$ cat src/hdl/asfm_pkg.sv
// Shared types, constants and helpers for the scale frame decoder.
`default_nettype none
package asfm_pkg;

  localparam int FRAME_BYTES = 9;
  localparam int STORE_DEPTH = 9;
  localparam int POS_W       = 4;
  localparam int STORE_IDX_W = $clog2(STORE_DEPTH);

  localparam logic [7:0] CHAR_DOT   = 8'h2E;
  localparam logic [7:0] CHAR_MINUS = 8'h2D;
  localparam logic [7:0] CHAR_ZERO  = 8'h30;

  // Six digits per frame in both formats.
  localparam int DIGITS = 6;
  // 127 times the imperial digit value stays below 2**32; one sign bit and one spare.
  localparam int ACC_W     = 34;
  localparam int STEP_W    = 3;
  localparam int HEIGHT_W  = 32;

  // Division by 50: halve, then multiply by ceil(2**36 / 25) and keep the bits from 36 up.
  // This is exact for every halved magnitude below 2**31.
  localparam int                 HALF_W   = 31;
  localparam int                 RECIP_W  = 32;
  localparam logic [RECIP_W-1:0] RECIP_25 = 32'd2748779070;
  localparam int                 RECIP_SH = 36;
  localparam int                 PROD_W   = HALF_W + RECIP_W;
  localparam int                 QUOT_W   = PROD_W - RECIP_SH;

  typedef logic [STORE_DEPTH-1:0][7:0] frame_t;

  typedef enum logic [1:0] {
    KIND_METRIC   = 2'd0,
    KIND_IMPERIAL = 2'd1,
    KIND_OTHER    = 2'd2
  } kind_t;

  typedef enum logic [2:0] {
    CV_IDLE,
    CV_HORNER,
    CV_SCALE,
    CV_MUL,
    CV_ABS,
    CV_DIV,
    CV_FIN
  } cv_state_t;

  typedef struct packed {
    logic start;
    logic imperial;
    logic negative;
  } cmd_t;

  typedef struct packed {
    logic                busy;
    logic                done;
    logic [HEIGHT_W-1:0] height;
  } rsp_t;

  // Frame position of the idx-th digit, most significant first.
  function automatic logic [STORE_IDX_W-1:0] digit_pos(input logic imperial,
                                                       input logic [2:0] idx);
    logic [STORE_IDX_W-1:0] p;
    p = STORE_IDX_W'(1);
    case (idx)
      3'd0:    p = STORE_IDX_W'(1);
      3'd1:    p = STORE_IDX_W'(2);
      3'd2:    p = imperial ? STORE_IDX_W'(4) : STORE_IDX_W'(3);
      3'd3:    p = imperial ? STORE_IDX_W'(5) : STORE_IDX_W'(4);
      3'd4:    p = STORE_IDX_W'(6);
      default: p = STORE_IDX_W'(7);
    endcase
    return p;
  endfunction

endpackage
`default_nettype wire

$ cat src/hdl/asfm_conv.sv
// Iterative converter: digit accumulation, then metric scaling by ten or inch scaling and division by 50.
`default_nettype none
module asfm_conv (
  input  wire logic              clk,
  input  wire logic              rst_n,
  input  wire asfm_pkg::cmd_t    cmd,
  input  wire asfm_pkg::frame_t  frame,
  output asfm_pkg::rsp_t         rsp
);

  asfm_pkg::cv_state_t state_r, state_nxt;
  logic signed [asfm_pkg::ACC_W-1:0]    acc_r, acc_nxt;
  logic [asfm_pkg::STEP_W-1:0]          step_r, step_nxt;
  logic                                 imp_r, imp_nxt;
  logic                                 sgn_r, sgn_nxt;

  logic [7:0]                           cur_byte;
  logic signed [8:0]                    dig;
  logic signed [asfm_pkg::ACC_W-1:0]    dig_ext;
  logic signed [asfm_pkg::ACC_W-1:0]    mul10;
  logic [asfm_pkg::PROD_W-1:0]          prod;
  logic [asfm_pkg::HEIGHT_W-1:0]        mag32;

  assign cur_byte = frame[asfm_pkg::digit_pos(imp_r, step_r)];
  // The digit is the byte minus the code of zero; anything from -48 to 207.
  assign dig      = $signed({1'b0, cur_byte} - {1'b0, asfm_pkg::CHAR_ZERO});
  assign dig_ext  = {{(asfm_pkg::ACC_W-9){dig[8]}}, dig};
  assign mul10    = (acc_r <<< 3) + (acc_r <<< 1);

  assign prod     = {{(asfm_pkg::PROD_W-asfm_pkg::HALF_W){1'b0}}, acc_r[asfm_pkg::HALF_W:1]}
                  * {{(asfm_pkg::PROD_W-asfm_pkg::RECIP_W){1'b0}}, asfm_pkg::RECIP_25};
  assign mag32    = acc_r[asfm_pkg::HEIGHT_W-1:0];

  always_ff @(posedge clk) begin
    if (!rst_n) begin
      state_r <= asfm_pkg::CV_IDLE;
    end else begin
      state_r <= state_nxt;
    end
  end

  always_ff @(posedge clk) begin
    acc_r  <= acc_nxt;
    step_r <= step_nxt;
    imp_r  <= imp_nxt;
    sgn_r  <= sgn_nxt;
  end

  always_comb begin
    state_nxt  = state_r;
    acc_nxt    = acc_r;
    step_nxt   = step_r;
    imp_nxt    = imp_r;
    sgn_nxt    = sgn_r;
    rsp.busy   = (state_r != asfm_pkg::CV_IDLE);
    rsp.done   = 1'b0;
    rsp.height = sgn_r ? (~mag32 + asfm_pkg::HEIGHT_W'(1)) : mag32;

    unique case (state_r)
      asfm_pkg::CV_IDLE: begin
        if (cmd.start) begin
          state_nxt = asfm_pkg::CV_HORNER;
          acc_nxt   = '0;
          step_nxt  = '0;
          imp_nxt   = cmd.imperial;
          sgn_nxt   = cmd.negative;
        end
      end
      asfm_pkg::CV_HORNER: begin
        acc_nxt  = mul10 + dig_ext;
        step_nxt = step_r + asfm_pkg::STEP_W'(1);
        if (step_r == asfm_pkg::STEP_W'(asfm_pkg::DIGITS - 1)) begin
          state_nxt = imp_r ? asfm_pkg::CV_MUL : asfm_pkg::CV_SCALE;
          step_nxt  = '0;
        end
      end
      asfm_pkg::CV_SCALE: begin
        // Metric digits end at tens of micrometers.
        acc_nxt   = mul10;
        state_nxt = asfm_pkg::CV_FIN;
      end
      asfm_pkg::CV_MUL: begin
        // Imperial digits end at hundreds of micro-inches, so the height is
        // 127 times the digit value over 50. Times 127 as times 128 minus one.
        acc_nxt   = (acc_r <<< 7) - acc_r;
        state_nxt = asfm_pkg::CV_ABS;
      end
      asfm_pkg::CV_ABS: begin
        acc_nxt   = acc_r[asfm_pkg::ACC_W-1] ? -acc_r : acc_r;
        sgn_nxt   = sgn_r ^ acc_r[asfm_pkg::ACC_W-1];
        state_nxt = asfm_pkg::CV_DIV;
      end
      asfm_pkg::CV_DIV: begin
        // Dividing the magnitude truncates toward zero once the sign is put back.
        acc_nxt   = {{(asfm_pkg::ACC_W-asfm_pkg::QUOT_W){1'b0}},
                     prod[asfm_pkg::PROD_W-1:asfm_pkg::RECIP_SH]};
        state_nxt = asfm_pkg::CV_FIN;
      end
      asfm_pkg::CV_FIN: begin
        rsp.done  = 1'b1;
        state_nxt = asfm_pkg::CV_IDLE;
      end
      default: begin
        state_nxt = asfm_pkg::CV_IDLE;
      end
    endcase
  end

endmodule
`default_nettype wire

$ cat src/hdl/ascii_scale_frame_to_micrometers.sv
// A height beat follows every frame; an unrecognized frame keeps the last height.
// Bytes are taken one per cycle; after a recognized frame's last byte input stalls
// until the shared converter finishes (digit steps, scaling and, for imperial
// frames, a reciprocal multiply by 1/50).
// Synchronous active-low reset clears the byte position, last height and out valid.
`default_nettype none
module ascii_scale_frame_to_micrometers (
  input  wire logic        clk,
  input  wire logic        rst_n,
  input  wire logic        in_valid,
  output logic             in_stall,
  input  wire logic [7:0]  in_rx_byte,
  output logic             out_valid,
  input  wire logic        out_stall,
  output logic [31:0]      out_height_um,
  output logic [31:0]      out_advance_um,
  output logic [1:0]       out_frame_kind
);

  logic [asfm_pkg::POS_W-1:0]    pos_r;
  asfm_pkg::frame_t              frame_r;
  logic [asfm_pkg::HEIGHT_W-1:0] last_height_r;
  logic                          out_valid_r;
  logic [asfm_pkg::HEIGHT_W-1:0] out_height_r;
  logic [asfm_pkg::HEIGHT_W-1:0] out_advance_r;
  asfm_pkg::kind_t               out_kind_r;
  // Frame kind of the conversion in flight, captured when it starts.
  logic                          u_conv_imp_hold;

  logic             last_pos;
  logic             in_fire;
  logic             frame_end;
  logic             is_metric;
  logic             is_imperial;
  asfm_pkg::cmd_t   cmd;
  asfm_pkg::rsp_t   rsp;

  assign last_pos    = (pos_r == asfm_pkg::POS_W'(asfm_pkg::FRAME_BYTES - 1));
  // The last byte waits while a finished beat is still held at the output.
  assign in_stall    = rsp.busy || (out_valid_r && last_pos);
  assign in_fire     = in_valid && !in_stall;
  assign frame_end   = in_fire && last_pos;
  assign is_metric   = (frame_r[5] == asfm_pkg::CHAR_DOT);
  assign is_imperial = !is_metric && (frame_r[3] == asfm_pkg::CHAR_DOT);

  assign cmd.start    = frame_end && (is_metric || is_imperial);
  assign cmd.imperial = is_imperial;
  assign cmd.negative = (frame_r[0] == asfm_pkg::CHAR_MINUS);

  asfm_conv u_conv (
    .clk   (clk),
    .rst_n (rst_n),
    .cmd   (cmd),
    .frame (frame_r),
    .rsp   (rsp)
  );

  always_ff @(posedge clk) begin
    if (!rst_n) begin
      pos_r         <= '0;
      last_height_r <= '0;
      out_valid_r   <= 1'b0;
    end else begin
      if (in_fire) begin
        pos_r <= last_pos ? '0 : pos_r + asfm_pkg::POS_W'(1);
      end
      if (out_valid_r && !out_stall) begin
        out_valid_r <= 1'b0;
      end
      if (rsp.done) begin
        out_valid_r   <= 1'b1;
        last_height_r <= rsp.height;
      end else if (frame_end && !is_metric && !is_imperial) begin
        out_valid_r <= 1'b1;
      end
    end
  end

  always_ff @(posedge clk) begin
    if (in_fire && (pos_r < asfm_pkg::POS_W'(asfm_pkg::STORE_DEPTH))) begin
      frame_r[pos_r[asfm_pkg::STORE_IDX_W-1:0]] <= in_rx_byte;
    end
    if (rsp.done) begin
      out_height_r  <= rsp.height;
      out_advance_r <= last_height_r - rsp.height;
      out_kind_r    <= (rsp.busy && u_conv_imp_hold) ? asfm_pkg::KIND_IMPERIAL
                                                     : asfm_pkg::KIND_METRIC;
    end else if (frame_end && !is_metric && !is_imperial) begin
      out_height_r  <= last_height_r;
      out_advance_r <= '0;
      out_kind_r    <= asfm_pkg::KIND_OTHER;
    end
  end

  always_ff @(posedge clk) begin
    if (cmd.start) begin
      u_conv_imp_hold <= is_imperial;
    end
  end

  assign out_valid      = out_valid_r;
  assign out_height_um  = out_height_r;
  assign out_advance_um = out_advance_r;
  assign out_frame_kind = out_kind_r;

endmodule
`default_nettype wire

$ cat config.mk
export PLATFORM = sky130hd
export DESIGN_NAME = ascii_scale_frame_to_micrometers
export DESIGN_NICKNAME = d
export VERILOG_FILES = /design/src/hdl/asfm_pkg.sv /design/src/hdl/asfm_conv.sv /design/src/hdl/ascii_scale_frame_to_micrometers.sv
export SDC_FILE = /design/constraint.sdc
export NUM_CORES = 2
export LEC_CHECK = 0
export BUFFER_PORTS_ARGS = -buffer_cell sky130_fd_sc_hd__buf_2
export CAP_MARGIN = 5
export CORE_ASPECT_RATIO = 1.5
export CORE_MARGIN = 3
export CORE_UTILIZATION = 60
export DETAILED_ROUTE_END_ITERATION = 10
export PLACE_DENSITY = 0.77
export SLEW_MARGIN = 20
export SYNTH_ARGS = -nofsm -noshare
export SYNTH_HDL_FRONTEND = slang
export SYNTH_SLANG_ARGS = --single-unit
$ cat constraint.sdc
create_clock -name clk -period 9.3 [get_ports clk]
set_input_delay 0.93 -clock clk [delete_from_list [all_inputs] [get_ports clk]]
set_output_delay 0.93 -clock clk [all_outputs]
set_load 0.01 [all_outputs]
==> impl_metrics.ini <==
[pwr]
internal-power_mw = 1.48
peakVddDrop_v = 0.000186
p_switching_mw = 0.447
combPwrFrac_pct = 1.5
swShare_pct = 23.2
leakagePower_nw = 16.9
pwr-share-clk_pct = 45.9
p_per_area_nw_per_um2 = 54.6
seq_power_share_pct = 52.7

[place]
gp_congestion = 1.10
dpl_cell_area_um2 = 34700
place_inst = 4227
hpwl_um = 107000
port_buffers = 79
dp_slack_ns = 0.826

[yosys]
synth_simple_gate_area_share_pct = 9.99
yosysUniqueCellTypes = 89
syn_area_um2 = 33200
synth_xor_area_share_pct = 4.55
synth.area.mux_share_pct = 1.30
synth-compound-area-share_pct = 13.8
synthAdderAreaFrac_pct = 43.8
async_flop_share_pct = 0
synth_cells = 3474
synth_top_family_by_area = adder cells
synth_edf_count = 170
synth_nets = 4407
synth.yosys.warnings = 0
ys.flop_type = edfxtp_1
avgSynthCellArea_um2 = 9.56
ys_ff_latch = 210
ys_seq_area_share_pct = 17.8

[clock_tree]
cts_setup_buffers = 0
clk_pin_slew_worst_paths_ns = 0.08
clk-insertion-delay-late_ns = 0.57
cts_resized = 0
cts_tree = built
clockBufferDepth = 3
cts_hold_buf = 0
cts_buffers = 22
htree_levels = 1
cts.sinks = 210
root_buffer = clkbuf_16

[route]
routed-via-count = 27200
vias_per_cell = 6.36
wl_per_cell_um = 29.3
post-route-drc-count = 0
drt_first_pass_iters = 5
ant_nets = 0
drtIter0Drc = 2158
drt-total-wl_um = 125000

[timing]
worstMarginPinSlew_ns = 1.14
worst_slack_ns = 0.664
fin_skew_ns = 0.0292
post-route-min-period_ns = 8.64
hold_viol = 0
rsz0062_at_grt = no
setup_viol_count_final = 0
min_period_over_period_pct = 92.9
fmax_mhz = 116
max_slew_margin_pct = 23.3
report.final.slew_viol_count = 0
tns_ns = 0

[critical_path]
critPathRequiredTime_ns = 9.63
crit_path_start_kind = flip-flop
setup.worst_path.end_class = flip-flop
path_cells = inv_1 > fa_1 > inv_1 > ha_1 > fa_1 > fa_1 > fa_1 > fa_1 > fa_1 > inv_1 > fa_1 > inv_1 > ha_1 > and4_1 > and3_1 > o2111ai_1 > a311oi_1 > o311ai_1 > buf_4 > a21o_1 > o21ai_2 > a2111oi_0 > or3_1
cp_max_fo = 11
slowest_delay_ns = 0.75
worstSetupPathType = reg2reg
cp_data_arrival_time_ns = 8.96
crit_slowest_cell = edfxtp_1
cp_common_cell = fa_1

[hold_path]
hp-class = reg2reg

[global_route]
grt_overflow = 0
antenna_found_initial = 0
grt_pass1_vias = 28400
grt_pass1_wl_um = 182000
grt_util_all_layers_pct = 43.1
grt_max_degree = 93

[finish]
fin_cells = 4267
final_layout_size_suffix_gt1_share_pct = 6.08
stdcell_area_um2 = 35300
antenna_cells = 0
fillers = 4743
multi_input_area_um2 = 24400
synthToLayoutAreaGrowth_pct = 6.42
seqCellArea_um2 = 5910
nets = 4489

[floorplan]
core_area_um2 = 54800
die_x_um = 198
die_y_um = 294
die-area_um2 = 58300
num_rows = 105
ioPinCount = 80
initial_utilization_pct = 60.6

[status]
status = finished clean

[job]
max_cap_viol_count = 0
## cell usage in the layout (no fill, tap or decap), types with 58 or more instances in the layout
master and instances:
o21ai_0 121, a21o_1 84, buf_4 58, and2_1 58, nand2_1 207, fa_1 404
nor2_1 120, buf_2 79, inv_1 694, nand3_1 68, ha_1 517, xnor2_1 142
a21oi_1 174, edfxtp_1 170
## power groups by stage
stage / Clock, mW / Combinational, mW / Sequential [mW]
floorplan: 0 / 0.0152 / 1.04
global placement: 0 / 0.0280 / 1.04
detailed placement: 0 / 0.0285 / 1.04
CTS: 0.897 / 0.0286 / 1.02
global route: 0.916 / 0.0316 / 1.02
finish: 0.885 / 0.0286 / 1.02
## cell usage after synthesis (all sizes together) (70+ instances only)
cell type    n  share of area (%)
inv        695                7.9
edfxtp     170                 15
nand2      207                2.3
a21o        84                1.9
ha         517                 19
o21ai      150                2.3
a21oi      175                2.6
nor2       120                1.4
fa         404                 24
nand3       70                1.1
xnor2      142                3.7
clkbuf      70               0.79
## layout make-up
cell class	instances	area share (%)
multi-input combinational	2490	69.1
timing repair buffer	137	2.35
sequential	210	16.7
inverter	695	7.38
clock inverter	14	0.315
tap	695	2.46
clock buffer	26	1.66
## flip-flops by register name, indices dropped and copies added, names as in the netlist, 2 cells and up
| register | count |
|---|---|
| pos_r | 4 |
| last_height_r | 32 |
| frame_r | 64 |
| u_conv.acc_r | 34 |
| u_conv.step_r | 3 |
| u_conv.state_r | 3 |
| out_frame_kind | 2 |
| out_advance_um | 32 |
| out_height_um | 32 |
## final timing paths
kind	from	endpoint	slack, ns	cells after the start
worst min register to register	out_valid	out_valid	0.54	2
worst max-delay path	u_conv.acc_r[7]	u_conv.acc_r[26]	0.66	23
worst max register to register	u_conv.acc_r[7]	u_conv.acc_r[26]	0.66	23
worst min-delay path	out_valid	out_valid	0.54	2
## logic make-up (layout without fill, tap and decap cells)
family,Yosys count,after routing
mux,40,40
simple gates,667,667
buf+inv,774,872
xor+xnor,171,171
compound gates,691,691
fa+ha+maj,921,921
flops,210,210
## metal layers
layer / track usage, % / vias to the layer above / part of all wire (%)
met5: 0 / - / 0
li1: - / 11900 / -
met3: 7.24 / 557 / 7.1
met4: 36.3 / 0 / 11
met1: 46.1 / 13300 / 33
met2: 73.8 / 1355 / 49
## metrics by stage
stage                     total power, mW  hold slack, ns  utilization, %
after CTS                            1.94           0.543            64.5
after detailed placement             1.06           0.534            63.2
final                                1.93           0.539            64.5
after floorplan                      1.05           0.488               -
after global placement               1.06           0.519            63.2
after global routing                 1.96           0.575            64.5
## worst max-delay path: cells and delay by family (launching register included)
family                   cells  cell delay [ns]
adder cells (fa/ha/maj)      9             4.31
flip-flops                   1             0.75
AND/OR/NAND/NOR              3             0.96
AO/OA/AOI/OAI                6             1.55
buffers and inverters        5             0.82
Note: power is estimated with default switching activity, not from simulation.
